**config.mk**
```make
export PLATFORM = sky130hd
export DESIGN_NAME = hmts_queue
export DESIGN_NICKNAME = d
export VERILOG_FILES = /design/src/sv/hmts_pkg.sv /design/src/sv/hmts_queue.sv
export SDC_FILE = /design/constraint.sdc
export NUM_CORES = 1
export LEC_CHECK = 0
export ABC_AREA = 1
export BUFFER_PORTS_ARGS = -buffer_cell sky130_fd_sc_hd__buf_2
export CAP_MARGIN = 40
export CORE_MARGIN = 4
export CORE_UTILIZATION = 61
export DETAILED_ROUTE_END_ITERATION = 8
export HOLD_SLACK_MARGIN = 0.05
export PLACE_DENSITY = 0.93
export SLEW_MARGIN = 20
export SYNTH_ARGS = -nofsm -noshare
export SYNTH_HDL_FRONTEND = slang
export SYNTH_SLANG_ARGS = --single-unit
export TNS_END_PERCENT = 20
```
**constraint.sdc**
```tcl
create_clock -name clock -period 3.7 [get_ports clock]
set_input_delay 0.555 -clock clock [delete_from_list [all_inputs] [get_ports clock]]
set_output_delay 0.555 -clock clock [all_outputs]
set_load 0.03 [all_outputs]
```
**src/sv/hmts_pkg.sv**
```systemverilog
package hmts_pkg;

   localparam int MAX_VERTS   = 256;
   localparam int CELL_W      = 8;
   localparam int VERTS_W     = 9;
   localparam int SHIFT_W     = 3;
   localparam int SCALE_W     = 16;
   localparam int SAMPLE_W    = 8;
   localparam int POS_IN_W    = 23;
   localparam int POS_W       = 24;
   localparam int HEIGHT_W    = 16;
   localparam int FRAC_W      = 9;
   localparam int ADDR_W      = 16;
   localparam int BANK_W      = ADDR_W - 1;
   localparam int BANK_DEPTH  = 1 << BANK_W;
   localparam int OUT_W       = 24;
   localparam int QUEUE_DEPTH = 4;
   localparam int QPTR_W      = 2;
   localparam int QCNT_W      = 3;
   localparam int CSR_IDX_W   = 2;

   localparam logic [CSR_IDX_W-1:0] CSR_VERTS_ROW = 2'd0;
   localparam logic [CSR_IDX_W-1:0] CSR_VERTS_COL = 2'd1;
   localparam logic [CSR_IDX_W-1:0] CSR_TILE_SHIFT = 2'd2;
   localparam logic [CSR_IDX_W-1:0] CSR_HEIGHT_SCALE = 2'd3;

   localparam logic CMD_LOAD  = 1'b0;
   localparam logic CMD_QUERY = 1'b1;

   localparam logic [FRAC_W-1:0] FRAC_ONE = 9'd256;

   typedef struct packed {
      logic [VERTS_W-1:0] nr;
      logic [VERTS_W-1:0] nc;
      logic [SHIFT_W-1:0] shift;
      logic [SCALE_W-1:0] scale;
   } cfg_type;

   typedef struct packed {
      logic                query;
      logic [ADDR_W-1:0]   addr_a;
      logic [ADDR_W-1:0]   addr_c;
      logic [HEIGHT_W-1:0] data;
      logic [FRAC_W-1:0]   dx;
      logic [FRAC_W-1:0]   dz;
      logic                clip;
   } work_type;

endpackage

```
**src/sv/hmts_queue.sv**
```systemverilog
module hmts_queue (
   input  logic               clock,
   input  logic               reset,
   input  logic               push_valid,
   input  hmts_pkg::work_type push_word,
   input  logic               pop,
   output logic               head_valid,
   output hmts_pkg::work_type head_word,
   output logic               full
);

   hmts_pkg::work_type              slots_ff [hmts_pkg::QUEUE_DEPTH];
   logic [hmts_pkg::QPTR_W-1:0]     wr_ptr_ff;
   logic [hmts_pkg::QPTR_W-1:0]     rd_ptr_ff;
   logic [hmts_pkg::QCNT_W-1:0]     count_ff;
   logic [hmts_pkg::QCNT_W-1:0]     count_in;
   logic                            do_pop;

   assign full       = count_ff == hmts_pkg::QCNT_W'(hmts_pkg::QUEUE_DEPTH);
   assign head_valid = count_ff != '0;
   assign head_word  = slots_ff[rd_ptr_ff];
   assign do_pop     = pop && head_valid;

   always_comb begin
      count_in = count_ff;
      if (push_valid && !do_pop) begin
         count_in = count_ff + 3'd1;
      end else if (do_pop && !push_valid) begin
         count_in = count_ff - 3'd1;
      end
   end

   always_ff @(posedge clock) begin
      if (reset) begin
         wr_ptr_ff <= '0;
         rd_ptr_ff <= '0;
         count_ff  <= '0;
      end else begin
         if (push_valid) begin
            wr_ptr_ff <= wr_ptr_ff + 2'd1;
         end
         if (do_pop) begin
            rd_ptr_ff <= rd_ptr_ff + 2'd1;
         end
         count_ff <= count_in;
      end
   end

   always_ff @(posedge clock) begin
      if (push_valid) begin
         slots_ff[wr_ptr_ff] <= push_word;
      end
   end

endmodule

```
# Yosys cells after proc, flatten, opt, wreduce, memory -nomap -nowiden
# Memory sizes are Yosys's and may differ from the RTL's. A register that Yosys moved wholly into a read port is not among the register bits.
# Cells that the tools add are included.
[word_totals]
reg_bits = 7
mem_bits_rw = 272
input_bits = 72
output_inout_bits = 70
word_cells = 22
n_memories = 1
[op_classes]
n_addsub = 4
n_eq_ne = 1
mux = 6
reduce_logical = 7
[mem_list]
columns = ["memory", "depth", "word_bits", "rd", "rd_clocked_by_memory_dff", "wr", "line", "source"]
rows = [
  ["slots_ff", 4, 68, 1, 1, 1, "hmts_queue.sv:12", "hmts_pkg::work_type slots_ff [hmts_pkg::QUEUE_DEPTH];"],
]
[ops]
columns = ["operator", "n"]
rows = [
  ["3-bit two-way mux", 2],
  ["2-bit by 1-bit adder with 2-bit output, second input constant", 2],
  ["2-bit two-way mux", 2],
  ["3-bit by 1-bit adder with 3-bit output, second input constant", 1],
  ["3-bit equality test, second input constant", 1],
  ["1-bit logical AND", 3],
  ["3-bit nonzero test", 1],
  ["3-bit by 1-bit subtractor with 3-bit output, second input constant", 1],
  ["1-bit zero test", 2],
  ["1-bit two-way mux", 2],
  ["2-bit nonzero test", 1],
]

# Depth between registers and ports, before layout
# Gate-level depths: netlist of run 1.
[logic_depth]
ltp_word = 5
mapped_depth = 12
depth_no_buf = 12

# Worst setup path before layout of run 1
# OpenSTA, ideal clock, no wires.
[synth_timing]
path_type = "input port to flip-flop"
startpoint = "input port push_valid"
endpoint = "memory slots_ff[0][0] (netlist bit), enable pin"
setup_ns = 0.422
t_arrival_ns = 1.910
t_required_ns = 3.278
path_slack_ns = 1.368
cell_stages = 2
path_buffers = 0
cell_sequence = "nand2_1 > inv_1"
[synth_via]
elab_chain_len = 2
[synth_lines]
columns = ["item", "line", "source"]
rows = [
  ["from (decl)", "hmts_queue.sv:4", "input logic push_valid,"],
  ["1-bit two-way mux", "hmts_queue.sv:50", "if (push_valid) begin"],
  ["1-bit two-way mux (not written as such)", "hmts_queue.sv:51", "slots_ff[wr_ptr_ff] <= push_word;"],
  ["to (decl)", "hmts_queue.sv:12", ""],
]
# Every way passes these cells.

==> flow_summary.json, run 1 <==
{
  "status": "finished, final reports clean",
  "core_area_mm2": 0.0168,
  "finalInstanceArea_mm2": 0.0122,
  "dp_cells": 1050,
  "power_mw": 8.45,
  "layout_setup_ws_ns": 0.824,
  "ios": 142,
  "p_leak_nw": 4.34,
  "drv_cap": 0,
  "drtIter0Drc": 513,
  "htreeDepth": 1,
  "rsz0062_at_grt": "false",
  "grt_first_pass_wirelength_mm": 33.4,
  "startpoint_type": "flop",
  "clock-root-buffer": "clkbuf_16",
  "cts_resized": 0,
  "fp-row-count": 47,
  "ys_types": 21,
  "finalMaxSlewViolations": 0,
  "worstSetupEndpoint": "head_word[26]",
  "tns_ns": 0,
  "clock-sinks": 281,
  "die_height_um": 139,
  "globalplace.congestion": 0.746,
  "clk_latency_ns": 0.51,
  "tritoncts": "done",
  "netlist_top_cells_area": "edfxtp_1, o21ai_0, nor2_1, o22ai_1, dfxtp_1",
  "synth_top_area_share_pct": 77.6,
  "vias_per_cell": 5.98,
  "antenna_found_initial": 3,
  "r2r_end": "count_ff[2]$_SDFFE_PP0P_",
  "ys_ff_latch": 281,
  "grt_pass1_vias": 6581,
  "synth_nets": 798,
  "place_ws_ns": 1.37,
  "die_area_mm2": 0.0194,
  "clk_pin_slew_ns": 0.06,
  "worst_pin_slew_ns": 0.819,
  "syn2layout_area_growth_pct": 16.3,
  "critPathKind": "reg2out",
  "holdWs_ns": 0.257,
  "numCtsBuffers": 27,
  "placed_area_mm2": 0.0114,
  "period_needed_ns": 2.88,
  "avgRoutedWirePerCell_um": 19.7,
  "period_share_pct": 77.7,
  "drc": 0,
  "hold_viol": 0,
  "slew_headroom_pct": 45.3,
  "fin_nets": 937,
  "syn_area_per_cell_um2": 14.6,
  "portBuffers": 141,
  "fmax_mhz": 348,
  "final_core_util_pct": 73.0,
  "r2r_cells": 12,
  "grtUsageMet2_pct": 36.6,
  "drtPass1Iterations": 5,
  "num_vias": 6573,
  "grt_use_met1_pct": 27.0,
  "ant_nets": 0,
  "dp_hpwl_mm": 11.9,
  "hp-class": "in2reg",
  "synth_largest_area_cell": "edfxtp_1",
  "crit_path_end_kind": "output pin",
  "setup_violations": 0,
  "cts_hold_buf": 0,
  "yosys_warnings": 0,
  "rr_startpoint": "count_ff[1]$_SDFFE_PP0P_",
  "overflow": 0,
  "netlist_area_mm2": 0.0105,
  "gr-usage-met3_pct": 5.28,
  "drt-total-wl_mm": 21.6,
  "drive_gt1_share_pct": 22.6,
  "crit_fanout": 46,
  "syn_inst": 720,
  "start_util_pct": 62.8,
  "arrival_ns": 2.32,
  "irDropWorstVdd_v": 0.000577,
  "layoutNonFillerInstCount": 1100,
  "postCtsSetupBuffers": 0,
  "cp.required_ns": 3.14,
  "skew_ns": 0.00984,
  "grt_max_degree": 73,
  "seq_area_frac_synth_pct": 79.3,
  "r2r_slack_ns": 1.84,
  "grt_usage_pct": 21.4,
  "power_density_mw_per_mm2": 690,
  "grt_busiest_layer": "met2",
  "clockBufferDepth": 3,
  "fp.dieW_um": 139
}
critical path, cell delays in order (launching register included):
cell	delay, ns
dfxtp_2	0.32
inv_2	0.59
buf_4	0.34
o21ai_0	0.11
o22ai_1	0.18
buf_2	0.25
synthesized netlist by cell type:
cell type and instances:
nor2_1 142, edfxtp_1 272, clkbuf_2 9, nor3_1 1
inv_2 1, dfxtp_1 9, clkbuf_1 10, xor2_1 1
inv_1 14, o21ai_1 5, buf_2 13, o22ai_1 68
nand2_1 15, clkbuf_4 2, fa_1 1, a21oi_1 5
buf_6 9, ha_1 5, nand3_1 3, o21ai_0 134
inv_6 1
layer usage:
layer | vias up | wire (µm)
met5 | - | 21
met4 | 4 | 631
met3 | 65 | 1770
met2 | 302 | 10700
met1 | 3218 | 8550
li1 | 2984 | -
report_power, final:
| group | total [mW] | internal (mW) | switching, mW | leakage, nW |
|---|---|---|---|---|
| sequential | 3.71 | 3.66 | 0.0572 | 2.57 |
| clock | 2.53 | 1.47 | 1.06 | 0.404 |
| combinational | 2.20 | 0.569 | 1.63 | 1.36 |
| total | 8.45 | 5.70 | 2.75 | 4.34 |
worst min-delay path by stage:
stage	start	to	depth (start not counted)
after floorplan	rd_ptr_ff[1]$_SDFFE_PP0P_	flop	2
after global placement	rd_ptr_ff[1]$_SDFFE_PP0P_	flop	2
after detailed placement	rd_ptr_ff[1]$_SDFFE_PP0P_	flop	2
after CTS	push_word[10]	slots_ff[0][10]$_DFFE_PP_	1
after global routing	push_word[10]	slots_ff[1][10]$_DFFE_PP_	1
final	push_word[10]	slots_ff[1][10]$_DFFE_PP_	1
flip-flops by register name, indices dropped and copies added (netlist names), named ones only:
signal,cells
rd_ptr_ff,2
wr_ptr_ff,2
count_ff,3
slots_ff,272
placed cells by master, fill, tap and decap left out, drive strengths merged, types with 9 or more instances in the layout:
cell      n
buf     153
nor2    142
inv      16
o22ai    68
edfxtp  272
o21ai   139
clkbuf   31
nand2    15
clkinv   14
dfxtp     9
cell families after synthesis:
logic type | Yosys count | synth area share, %
buf+inv | 59 | 3.13
xor+xnor | 1 | 0.0832
fa+ha+maj | 6 | 0.785
flops | 281 | 79.3
simple gates | 161 | 5.79
compound gates | 212 | 10.9
area by class of cell:
class,instances,area (µm²)
fillers,1041,4530
clock buffers,31,691
repair buffers,153,866
clock inverters,17,133
well taps,220,275
flip-flops and latches,281,8350
inverters,16,65.1
diodes,2,5.00
multi-input cells,380,1850
No activity file was read; power rests on OpenSTA's default activity.
==> inputs of run 2 (changes only) <==
ABC_AREA = 0   (was 1)
CORE_UTILIZATION = 51   (was 61)
PLACE_DENSITY = 0.84   (was 0.93)
clock period = 2.6 ns   (was 3.7 ns; I/O delays follow)
==> flow_summary.json, run 2 <==
{
  "drv_cap": 0,
  "slew_headroom_pct": 70.1,
  "critPathKind": "reg2out",
  "num_vias": 4658,
  "hold_path_depth": 1,
  "postCtsSetupBuffers": 0,
  "clk_pin_slew_ns": 0.06,
  "synth_top_area_share_pct": 79.5,
  "ys_ff_latch": 281,
  "synth.most_common_cell": "edfxtp_1",
  "layout_setup_ws_ns": 0.188,
  "ant_nets": 0,
  "clk_latency_ns": 0.53,
  "antenna_found_initial": 2,
  "crit_fanout": 18,
  "clock-sinks": 281,
  "cts_hold_buf": 0,
  "core_area_mm2": 0.0197,
  "avgRoutedWirePerCell_um": 21.9,
  "cp.required_ns": 2.21,
  "final_core_util_pct": 62.8,
  "antenna_cells": 0,
  "dp_cells": 800,
  "synth_common_cells": "edfxtp_1, mux4_2, dfxtp_1",
  "numCtsBuffers": 28,
  "async_flop_share_pct": 0,
  "synth_ff_type": "edfxtp_1",
  "portBuffers": 141,
  "finalMaxSlewViolations": 0,
  "fp-row-count": 51,
  "drive_gt1_share_pct": 46.3,
  "fillers": 1351,
  "drc": 0,
  "power_density_mw_per_mm2": 1020,
  "syn_area_per_cell_um2": 25.7,
  "r2r_cells": 7,
  "crit_cells": 3,
  "die_height_um": 150,
  "clockBufferDepth": 3,
  "drtPass1Iterations": 5,
  "crit_chain": "buf_4 -> mux4_2 -> buf_2",
  "period_share_pct": 92.8,
  "cts_resized": 0,
  "drtIter0Drc": 319,
  "start_util_pct": 52.3,
  "cp_slowest_cell": "mux4_2",
  "mostFrequentLayoutCells": "edfxtp_1, buf_2, mux4_2",
  "die_area_mm2": 0.0225,
  "syn_inst": 400,
  "rsz0062_at_grt": "false",
  "netlist_top_cells_area": "edfxtp_1, mux4_2, dfxtp_1, ha_1, buf_12",
  "largest_reg_flops": 272,
  "crit_path_end_kind": "output pin",
  "fin_nets": 643,
  "startpoint_type": "flop",
  "layoutNonFillerInstCount": 852,
  "synth_largest_area_cell": "edfxtp_1",
  "netlist_area_mm2": 0.0103,
  "globalplace.congestion": 0.733,
  "grt_usage_pct": 17.0,
  "status": "finished, final reports clean",
  "largest_register": "slots_ff",
  "setup_violations": 0,
  "synth_nets": 478,
  "critical_path.n_buffers_inverters": 2,
  "seq_area_frac_synth_pct": 81.2,
  "clock-root-buffer": "clkbuf_16",
  "overflow": 0,
  "syn2layout_area_growth_pct": 20.1,
  "hold_viol": 0,
  "tns_ns": 0,
  "ios": 142,
  "grt_max_degree": 46,
  "ys_types": 22,
  "cp_top_family": "multiplexers",
  "mostFrequentLayoutCell": "edfxtp_1",
  "worst_pin_slew_ns": 0.448,
  "yosys_warnings": 0,
  "hp-class": "in2reg",
  "finalInstanceArea_mm2": 0.0123,
  "skew_ns": 0.0134,
  "dp_hpwl_mm": 11.8,
  "p_leak_nw": 4.19,
  "synth_edf_count": 272,
  "vias_per_cell": 5.47,
  "top_regs": "slots_ff (272), count_ff (3)",
  "place_ws_ns": 0.403,
  "irDropWorstVdd_v": 0.000696,
  "crit_path_max_incr_delay_ns": 0.58,
  "fmax_mhz": 415,
  "period_needed_ns": 2.41,
  "arrival_ns": 2.02,
  "htreeDepth": 1,
  "grt_pass1_vias": 5145,
  "drt-total-wl_mm": 18.7,
  "tritoncts": "done",
  "grt_first_pass_wirelength_mm": 29.0,
  "placed_area_mm2": 0.0113,
  "fp.dieW_um": 150
}
## run 2: changes by cell type in the layout (fill, tap and decap cells not counted), sizes merged, moves of 3 or more
| cell | previous run | this run |
|---|---|---|
| inv | 16 | 5 |
| xor2 | 1 | 4 |
| bufinv | 2 | 6 |
| nand2 | 15 | 0 |
| nand3 | 3 | 0 |
| nor2 | 142 | 7 |
| o21ai | 139 | 1 |
| a21oi | 5 | 1 |
| and2 | 0 | 4 |
| mux4 | 0 | 68 |
| o22ai | 68 | 0 |
## run 2: worst paths after layout
check / start / end / slack, ns
max: flop / head_word[51] / 0.19
max reg2reg: count_ff[0]$_SDFFE_PP0P_ / count_ff[2]$_SDFFE_PP0P_ / 0.40
min reg2reg: rd_ptr_ff[1]$_SDFFE_PP0P_ / flop / 0.55
min: push_word[1] / slots_ff[0][1]$_DFFE_PP_ / 0.07
## run 2: cell type report
| cell class | instances | area (µm²) | area share (%) |
|---|---|---|---|
| Clock buffer | 31 | 722 | 5.85 |
| Clock inverter | 21 | 275 | 2.23 |
| Inverter | 3 | 11.3 | 0.0912 |
| Multi-Input combinational cell | 99 | 1790 | 14.5 |
| Sequential cell | 281 | 8360 | 67.7 |
| Tap cell | 265 | 332 | 2.69 |
| Timing Repair Buffer | 152 | 863 | 6.99 |
## run 2: worst reg2reg max path, cell delays in order, from the launching register on
cell and delay (ns):
dfxtp_1 0.38, o31ai_1 0.40, ha_1 0.26, inv_1 0.06
fa_1 0.37, xor2_1 0.18, or3_1 0.31, a21oi_1 0.17
## run 2: through the flow
step           hold WS (ns)  total power [mW]
6_report             0.0729              12.6
5_1_grt              0.0505              13.1
4_1_cts              0.0532              12.8
3_5_place_dp          0.542              8.58
3_3_place_gp          0.500              8.48
2_1_floorplan         0.484              7.80
## run 2: logic make-up after synthesis
logic type | share of synthesized area [%]
AO/OA/AOI/OAI | 0.256
XOR/XNOR | 0.426
adder cells (fa/ha/maj) | 0.804
buffers and inverters | 1.47
flip-flops | 81.2
multiplexers | 15.1
AND/OR/NAND/NOR | 0.694
## run 2: per-layer routing
layer	track usage, %	share of wire (%)	up-vias
met5	0	0.11	-
met4	3.16	1.3	4
met3	4.78	8.3	28
met2	29.4	52	179
met1	22.1	39	2402
li1	-	-	2045
## run 2: where the power goes
part / switching, mW / internal (mW) / total [mW] / leakage [nW]
logic: 1.86 / 1.20 / 3.06 / 1.12
clock network: 1.60 / 2.61 / 4.21 / 0.489
registers: 0.116 / 5.23 / 5.35 / 2.57
total: 3.57 / 9.04 / 12.6 / 4.19
