--- src/sv/hmts_pkg.sv ---
package hmts_pkg;

   localparam int MAX_VERTS   = 256;
   localparam int CELL_W      = 8;
   localparam int VERTS_W     = 9;
   localparam int SHIFT_W     = 3;
   localparam int SCALE_W     = 16;
   localparam int SAMPLE_W    = 8;
   localparam int POS_IN_W    = 23;
   localparam int POS_W       = 24;
   localparam int HEIGHT_W    = 16;
   localparam int FRAC_W      = 9;
   localparam int ADDR_W      = 16;
   localparam int BANK_W      = ADDR_W - 1;
   localparam int BANK_DEPTH  = 1 << BANK_W;
   localparam int OUT_W       = 24;
   localparam int QUEUE_DEPTH = 4;
   localparam int QPTR_W      = 2;
   localparam int QCNT_W      = 3;
   localparam int CSR_IDX_W   = 2;

   localparam logic [CSR_IDX_W-1:0] CSR_VERTS_ROW = 2'd0;
   localparam logic [CSR_IDX_W-1:0] CSR_VERTS_COL = 2'd1;
   localparam logic [CSR_IDX_W-1:0] CSR_TILE_SHIFT = 2'd2;
   localparam logic [CSR_IDX_W-1:0] CSR_HEIGHT_SCALE = 2'd3;

   localparam logic CMD_LOAD  = 1'b0;
   localparam logic CMD_QUERY = 1'b1;

   localparam logic [FRAC_W-1:0] FRAC_ONE = 9'd256;

   typedef struct packed {
      logic [VERTS_W-1:0] nr;
      logic [VERTS_W-1:0] nc;
      logic [SHIFT_W-1:0] shift;
      logic [SCALE_W-1:0] scale;
   } cfg_type;

   typedef struct packed {
      logic                query;
      logic [ADDR_W-1:0]   addr_a;
      logic [ADDR_W-1:0]   addr_c;
      logic [HEIGHT_W-1:0] data;
      logic [FRAC_W-1:0]   dx;
      logic [FRAC_W-1:0]   dz;
      logic                clip;
   } work_type;

endpackage

--- src/sv/hmts_front.sv ---
module hmts_front (
   input  logic                                clock,
   input  logic                                reset,
   input  logic                                req_valid,
   output logic                                req_stall,
   input  logic                                req_command,
   input  logic [hmts_pkg::CELL_W-1:0]         req_row,
   input  logic [hmts_pkg::CELL_W-1:0]         req_col,
   input  logic [hmts_pkg::SAMPLE_W-1:0]       req_sample,
   input  logic signed [hmts_pkg::POS_IN_W-1:0] req_x_pos,
   input  logic signed [hmts_pkg::POS_IN_W-1:0] req_z_pos,
   input  hmts_pkg::cfg_type                   cfg,
   input  logic                                queue_full,
   output logic                                push_valid,
   output hmts_pkg::work_type                  push_word
);

   typedef struct packed {
      logic [hmts_pkg::CELL_W-1:0] node;
      logic [hmts_pkg::FRAC_W-1:0] frac;
      logic                        clip;
   } axis_type;

   // scaled coordinate to grid node and fraction, clamped to the last cell
   function automatic axis_type split_axis(input logic signed [hmts_pkg::POS_W-1:0] pos,
                                           input logic [hmts_pkg::VERTS_W-1:0] n,
                                           input logic [hmts_pkg::SHIFT_W-1:0] sh);
      logic [hmts_pkg::VERTS_W-1:0] nm1;
      logic [15:0]                  limit;
      logic [hmts_pkg::POS_W-2:0]   shifted;
      logic [15:0]                  t;
      axis_type                     r;
      nm1     = n - 9'd1;
      limit   = {nm1[7:0], 8'd0};
      shifted = pos[hmts_pkg::POS_W-2:0] >> sh;
      r.clip  = 1'b0;
      if (pos[hmts_pkg::POS_W-1]) begin
         t      = '0;
         r.clip = 1'b1;
      end else if (shifted > 23'(limit)) begin
         t      = limit;
         r.clip = 1'b1;
      end else begin
         t = shifted[15:0];
      end
      if (t[15:8] == nm1[7:0]) begin
         r.node = nm1[7:0] - 8'd1;
         r.frac = hmts_pkg::FRAC_ONE;
      end else begin
         r.node = t[15:8];
         r.frac = {1'b0, t[7:0]};
      end
      return r;
   endfunction

   logic front_move;

   // stage 1: scale multiply, centring
   logic                                 f1_valid_ff;
   logic                                 f1_query_ff;
   logic [hmts_pkg::CELL_W-1:0]          f1_row_ff;
   logic [hmts_pkg::CELL_W-1:0]          f1_col_ff;
   logic [hmts_pkg::HEIGHT_W-1:0]        f1_data_ff;
   logic signed [hmts_pkg::POS_W-1:0]    f1_pos_x_ff;
   logic signed [hmts_pkg::POS_W-1:0]    f1_pos_z_ff;
   logic [23:0]                          scale_prod;
   logic [21:0]                          half_w;
   logic [21:0]                          half_d;
   logic signed [hmts_pkg::POS_W-1:0]    f1_pos_x_in;
   logic signed [hmts_pkg::POS_W-1:0]    f1_pos_z_in;

   // stage 2: split into node and fraction
   logic                                 f2_valid_ff;
   logic                                 f2_query_ff;
   logic [hmts_pkg::CELL_W-1:0]          f2_row_ff;
   logic [hmts_pkg::CELL_W-1:0]          f2_col_ff;
   logic [hmts_pkg::HEIGHT_W-1:0]        f2_data_ff;
   logic [hmts_pkg::FRAC_W-1:0]          f2_dx_ff;
   logic [hmts_pkg::FRAC_W-1:0]          f2_dz_ff;
   logic                                 f2_clip_ff;
   axis_type                             axis_x;
   axis_type                             axis_z;

   // stage 3: linear address
   logic                                 f3_valid_ff;
   hmts_pkg::work_type                   f3_word_ff;
   logic                                 f3_valid_in;
   hmts_pkg::work_type                   f3_word_in;
   logic [16:0]                          row_base;
   logic [16:0]                          addr_a;
   logic [16:0]                          addr_c;
   logic                                 in_range;

   assign front_move = !(f3_valid_ff && queue_full);
   assign req_stall  = !front_move;
   assign push_valid = f3_valid_ff && !queue_full;
   assign push_word  = f3_word_ff;

   always_comb begin
      scale_prod  = 24'(req_sample) * 24'(cfg.scale);
      half_w      = 22'({cfg.nr - 9'd1, 7'd0}) << cfg.shift;
      half_d      = 22'({cfg.nc - 9'd1, 7'd0}) << cfg.shift;
      f1_pos_x_in = $signed({2'b00, half_w}) + $signed({req_x_pos[hmts_pkg::POS_IN_W-1], req_x_pos});
      f1_pos_z_in = $signed({2'b00, half_d}) - $signed({req_z_pos[hmts_pkg::POS_IN_W-1], req_z_pos});
   end

   always_ff @(posedge clock) begin
      if (reset) begin
         f1_valid_ff <= 1'b0;
      end else if (front_move) begin
         f1_valid_ff <= req_valid;
      end
   end

   always_ff @(posedge clock) begin
      if (front_move) begin
         f1_query_ff <= req_command == hmts_pkg::CMD_QUERY;
         f1_row_ff   <= req_row;
         f1_col_ff   <= req_col;
         f1_data_ff  <= scale_prod[23:8];
         f1_pos_x_ff <= f1_pos_x_in;
         f1_pos_z_ff <= f1_pos_z_in;
      end
   end

   always_comb begin
      axis_x = split_axis(f1_pos_x_ff, cfg.nr, cfg.shift);
      axis_z = split_axis(f1_pos_z_ff, cfg.nc, cfg.shift);
   end

   always_ff @(posedge clock) begin
      if (reset) begin
         f2_valid_ff <= 1'b0;
      end else if (front_move) begin
         f2_valid_ff <= f1_valid_ff;
      end
   end

   always_ff @(posedge clock) begin
      if (front_move) begin
         f2_query_ff <= f1_query_ff;
         f2_row_ff   <= f1_query_ff ? axis_z.node : f1_row_ff;
         f2_col_ff   <= f1_query_ff ? axis_x.node : f1_col_ff;
         f2_data_ff  <= f1_data_ff;
         f2_dx_ff    <= axis_x.frac;
         f2_dz_ff    <= axis_z.frac;
         f2_clip_ff  <= axis_x.clip || axis_z.clip;
      end
   end

   always_comb begin
      row_base = 17'(f2_row_ff) * 17'(cfg.nr);
      addr_a   = row_base + 17'(f2_col_ff);
      addr_c   = row_base + 17'(f2_col_ff) + 17'(cfg.nr);
      in_range = (9'(f2_row_ff) < cfg.nc) && (9'(f2_col_ff) < cfg.nr);
      // loads beyond the grid are dropped here
      f3_valid_in       = f2_valid_ff && (f2_query_ff || in_range);
      f3_word_in.query  = f2_query_ff;
      f3_word_in.addr_a = addr_a[hmts_pkg::ADDR_W-1:0];
      f3_word_in.addr_c = addr_c[hmts_pkg::ADDR_W-1:0];
      f3_word_in.data   = f2_data_ff;
      f3_word_in.dx     = f2_dx_ff;
      f3_word_in.dz     = f2_dz_ff;
      f3_word_in.clip   = f2_clip_ff;
   end

   always_ff @(posedge clock) begin
      if (reset) begin
         f3_valid_ff <= 1'b0;
      end else if (front_move) begin
         f3_valid_ff <= f3_valid_in;
      end
   end

   always_ff @(posedge clock) begin
      if (front_move) begin
         f3_word_ff <= f3_word_in;
      end
   end

endmodule

--- config.mk ---
export PLATFORM = sky130hd
export DESIGN_NAME = hmts_front
export DESIGN_NICKNAME = d
export VERILOG_FILES = /design/src/sv/hmts_pkg.sv /design/src/sv/hmts_front.sv
export SDC_FILE = /design/constraint.sdc
export NUM_CORES = 1
export LEC_CHECK = 0
export BUFFER_PORTS_ARGS = -buffer_cell sky130_fd_sc_hd__clkbuf_2
export CAP_MARGIN = 20
export CORE_ASPECT_RATIO = 1.25
export CORE_UTILIZATION = 45
export DETAILED_ROUTE_END_ITERATION = 10
export PLACE_DENSITY = 0.59
export RECOVER_POWER = 25
export SYNTH_ARGS = -nofsm -noshare
export SYNTH_HDL_FRONTEND = slang
export SYNTH_SLANG_ARGS = --single-unit
--- constraint.sdc ---
create_clock -name clock -period 9.6 [get_ports clock]
set_input_delay 1.92 -clock clock [delete_from_list [all_inputs] [get_ports clock]]
set_output_delay 1.92 -clock clock [all_outputs]
set_load 0.02 [all_outputs]
; ---- Word level (Yosys, flattened, before mapping)
; Cells that the tools add are included.
[word_totals]
ff_bits = 204
wordCells = 66
[op_classes]
add_sub_neg = 8
multipliers = 2
n_lt_le_gt_ge = 4
eq_ne = 2
shift = 4
mux = 12
reduce_logical = 9
[ops]
columns = op, count
row1 = $mux W16, 4
row2 = $gt A23 B16 Y1, 2
row3 = $shr A23 B3 Y23, 2
row4 = $shl A16 B3 Y22, 2
row5 = $mux W17, 2
row6 = $add A23 B23 Y24, 1
row7 = $mul A8 B16 Y24, 1
row8 = $sub A23 B23 Y24, 1
row9 = $lt A8 B9 Y1, 2
row10 = $sub A9 B1 Y9 const B, 2
row11 = $add A16 B8 Y16, 1
row12 = $add A16 B9 Y16, 1
row13 = $eq A8 B8 Y1, 2
row14 = $mul A8 B9 Y16, 1
row15 = $mux W8, 2
row16 = $sub A8 B1 Y8 const B, 2
row17 = $reduce_or A3 Y1, 2
row18 = $logic_and A1 B1 Y1, 4
row19 = $mux W1, 4
row20 = $logic_or A1 B1 Y1, 2
row21 = $logic_not A1 Y1, 1

; ---- Depth between registers and ports, before layout
[logic_depth]
depth_word = 7
ltp_mapped = 21
ltp_nobuf = 20

; ---- Least setup slack after synthesis
; OpenSTA, ideal clock, no wires.
[synth_timing]
path_type = input -> output
startpoint = input port queue_full
endpoint = output port req_stall
arrival_ns = 7.323
required_ns = 7.680
setup_slack_ns = 0.357
stages = 2
n_path_buf = 0
path_cell_list = nand2_1 -> inv_1
[synth_between]
elab_chain_len = 1
[synth_lines]
columns = item, line_no
row1 = "start, declared", hmts_front.sv:13  ; input logic queue_full,
row2 = $logic_and A1 B1 Y1, hmts_front.sv:94  ; assign front_move = !(f3_valid_ff && queue_full);
row3 = "end, declared", hmts_front.sv:5  ; output logic req_stall,
; Every way passes these cells.

; ---- Final worst setup path
[layout_timing]
startpoint = input port cfg[31] (netlist bit)
endpoint = register f3_word_ff, in the netlist push_word[50], data pin
[layout_between]
elab_chain_len = 3
[layout_lines]
columns = item, line_no
row1 = "start, declared", hmts_front.sv:12  ; input hmts_pkg::cfg_type cfg,
row2 = $mul A8 B9 Y16, hmts_front.sv:152  ; row_base = 17'(f2_row_ff) * 17'(cfg.nr);
row3 = $add A16 B8 Y16, --
row4 = net addr_a[7], hmts_front.sv:90  ; logic [16:0] addr_a;
row5 = $add A16 B9 Y16, hmts_front.sv:154  ; addr_c = row_base + 17'(f2_col_ff) + 17'(cfg.nr);
row6 = net addr_c[15], hmts_front.sv:91  ; logic [16:0] addr_c;
row7 = "end signal, assigned", hmts_front.sv:177  ; f3_word_ff <= f3_word_in;
row8 = "end, declared", hmts_front.sv:86  ; hmts_pkg::work_type f3_word_ff;
; The timed path passes the listed nets, and every way through them passes these cells.
; A chain may end at the register's enable or synchronous reset.

==> results.sh <==
export IMPL_status="finished with violations"
export IMPL_violations="max-capacitance violations, max-slew violations"
export IMPL_critPathKind="in2reg"
export IMPL_nNetsFinal=2376
export IMPL_post_route_util_pct=50.8
export IMPL_seq_area_frac_synth_pct=32.5
export IMPL_antenna_found_initial=7
export IMPL_p_per_area_nw_per_um2=287
export IMPL_firstDrtPassIters=5
export IMPL_stdcell_count=2548
export IMPL_cts_made_buffers=23
export IMPL_grt_pass1_vias=14400
export IMPL_syn2layout_area_growth_pct=11.3
export IMPL_p_comb_share_pct=57.8
export IMPL_start_util_pct=45.7
export IMPL_io_pins=182
export IMPL_post_cts_buffers=0
export IMPL_hold_depth=0
export IMPL_p_switching_w=0.00248
export IMPL_grt_pass1_wl_um=72700
export IMPL_tns_ns=0
export IMPL_ctsResizeCount=0
export IMPL_drv_cap=1
export IMPL_period_minus_slack_ns=6.46
export IMPL_place_ws_ns=2.58
export IMPL_cts_sink_count=204
export IMPL_num_rows=83
export IMPL_ant_nets=0
export IMPL_insertion_delay_ns=0.52
export IMPL_fin_hold_ws_ns=0.414
export IMPL_drc=0
export IMPL_gp_congestion=0.896
export IMPL_leakagePower_nw=9.46
export IMPL_overflow=0
export IMPL_synth_edf_count=201
export IMPL_hpwl_um=35400
export IMPL_die_area_um2=42600
export IMPL_reg2reg_depth=19
export IMPL_tightest_slew_ns=1.73
export IMPL_swShare_pct=41.3
export IMPL_ys_seq_elements=204
export IMPL_hold_class="reg2reg"
export IMPL_setup_ws_ns=3.14
export IMPL_finalHoldViolCount=0
export IMPL_multi_input_area_um2=11400
export IMPL_drv_slew=40
export IMPL_slew_headroom_pct=-15.8
export IMPL_cp_start_kind="input pin"
export IMPL_min_to="push_word[21]"
export IMPL_via_count=13800
export IMPL_pwr_share_seq_pct=26.9
export IMPL_die_h_um=230
export IMPL_clockBufferDepth=3
export IMPL_hp_start="f2_data_ff[2]"
export IMPL_syn_area_per_cell_um2=10.3
export IMPL_r2r_slack_ns=4.20
export IMPL_crit_required_ns=9.85
export IMPL_postCtsHoldBufs=0
export IMPL_crit_path_max_fanout=13
export IMPL_syn_inst=1821
export IMPL_setup_viol=0
export IMPL_drive_gt1_share_pct=14.4
export IMPL_cts_tree="yes"
export IMPL_r2r_start="f2_row_ff[0]"
export IMPL_crit_path_start="cfg[31]"
export IMPL_p_int_w=0.00352
export IMPL_ctsHtreeMaxLevel=1
export IMPL_clk_pin_slew_ns=0.06
export IMPL_nFillCells=3847
export IMPL_viasPerCell=5.43
export IMPL_rsz0062_at_grt="false"
export IMPL_synth_fp_nets=2220
export IMPL_die_w_um=185
export IMPL_synth_warnings=0
export IMPL_max_freq_ghz=0.155
export IMPL_ir_drop_mv=0.321
export IMPL_end_kind="register"
export IMPL_core_area_um2=41100
export IMPL_arrival_ns=6.72
export IMPL_grt_max_degree=82
export IMPL_dominantRegCellSynth="edfxtp_1"
export IMPL_netlist_area_um2=18800
export IMPL_ys_types=88
export IMPL_regToRegEndpoint="push_word[50]"
export IMPL_ff_latch_area_um2=6100
export IMPL_skew_ns=0.00895
export IMPL_drt_iter0_drc=669
export IMPL_drt_wl_total_um=44500
export IMPL_dp_cells=2503
export IMPL_cts_root_buf="clkbuf_16"
export IMPL_finalCritPeriodShare_pct=67.3
export IMPL_clkPwrFrac_pct=15.3
export IMPL_wl_per_cell_um=17.5
export IMPL_port_buffers=181
export IMPL_grt_usage_pct=21.6
export IMPL_async_flop_share_pct=0
==> power by group through the flow <==
stage / Sequential, W / Clock, W / Combinational, W
after floorplan: 0.00173 / 0 / 0.00257
after global placement: 0.00162 / 0 / 0.00341
final: 0.00161 / 0.000916 / 0.00347
after global routing: 0.00165 / 0.000971 / 0.00393
after CTS: 0.00162 / 0.000943 / 0.00352
after detailed placement: 0.00163 / 0 / 0.00349
==> per-stage QoR <==
step                      cell area, µm²  power, W
after floorplan                    18800   0.00431
after global placement             20100   0.00504
after detailed placement           20100   0.00512
after CTS                          20900   0.00607
after global routing               20900   0.00654
final                              20900   0.00599
==> placed cells by master (no fill, tap or decap), drive strengths merged, types with 72 or more instances in the layout <==
master / netlist / routed
inv: 243 / 245
clkbuf: 34 / 204
edfxtp: 201 / 201
nand2: 188 / 188
ha: 153 / 153
fa: 134 / 134
nor2: 110 / 110
and2: 110 / 110
xnor2: 82 / 82
a21oi: 72 / 72
==> layer usage <==
layer / wire (µm) / global-route usage [%] / vias up
met1: 17400 / 24.6 / 6807
met4: 1570 / 8.24 / 10
li1: - / - / 6617
met2: 23400 / 40.0 / 310
met5: 63 / 0 / -
met3: 2060 / 3.45 / 91
==> worst max-delay path: stages <==
cell,delay [ns]
clkbuf_2,0.26
nand2_1,0.12
fa_1,0.51
inv_1,0.04
ha_1,0.27
ha_1,0.28
inv_1,0.05
fa_1,0.47
inv_1,0.04
ha_1,0.21
fa_1,0.46
a21o_1,0.19
a21oi_1,0.28
xnor2_1,0.15
ha_1,0.37
nand2_1,0.07
o41a_1,0.35
nand3b_1,0.25
nor4_1,0.32
xor2_1,0.11
==> cells by family (layout without fill, tap and decap cells) <==
group / count (synthesis) / in the layout / synth area share, %
buffers and inverters: 303 / 475 / 6.63
muxes: 103 / 103 / 7.32
other: 0 / 3 / 0
DFF: 204 / 204 / 32.5
AOI/OAI and AO/OA: 277 / 277 / 10.4
and+or+nand+nor: 547 / 547 / 14.0
xor gates and xnor gates: 100 / 100 / 4.74
adders and majority gates: 287 / 287 / 24.5
==> cells in the mapped netlist, drive strengths merged, types with 9 or more instances <==
master,n,share of area (%)
and2,110,3.7
mux4,25,3.0
nor2b,12,0.40
mux2i,54,2.9
o31ai,10,0.47
o211ai,13,0.55
or2,9,0.30
xnor2,82,3.8
edfxtp,201,32
nand2b,9,0.30
mux2,24,1.4
a21o,16,0.64
inv,243,4.9
and3,12,0.40
o21a,14,0.56
nand2,188,3.8
xor2,17,0.79
nor3,37,0.99
or3,11,0.37
nand3,21,0.56
a21oi,72,1.9
o21ai,45,1.2
fa,134,14
buf,26,1.1
o21bai,9,0.36
clkbuf,34,0.68
nor2,110,2.2
a31oi,12,0.40
ha,153,10
o22ai,9,0.30
==> registers in the layout (all words and copies together) (netlist names), 8 cells and up <==
register	flops
f1_pos_z_ff	24
f2_dx_ff	9
f2_col_ff	8
push_word	68
f2_data_ff	16
f1_row_ff	8
f1_pos_x_ff	24
f1_data_ff	16
f1_col_ff	8
f2_row_ff	8
f2_dz_ff	9
==> how the worst max path moves through the flow <==
stage / end
finish: push_word[50]
global route: f1_data_ff[15]
CTS: push_word[50]
detailed placement: push_word[50]
global placement: push_word[50]
floorplan: req_stall
==> cell type report <==
type / count / area share, %
Antenna cell: 3 / 0.0359
Clock inverter: 17 / 0.987
Inverter: 243 / 4.36
Tap cell: 552 / 3.30
Timing Repair Buffer: 191 / 4.69
Sequential cell: 204 / 29.2
Multi-Input combinational cell: 1314 / 54.7
Clock buffer: 24 / 2.77
Power figures use the tool's default switching activity.
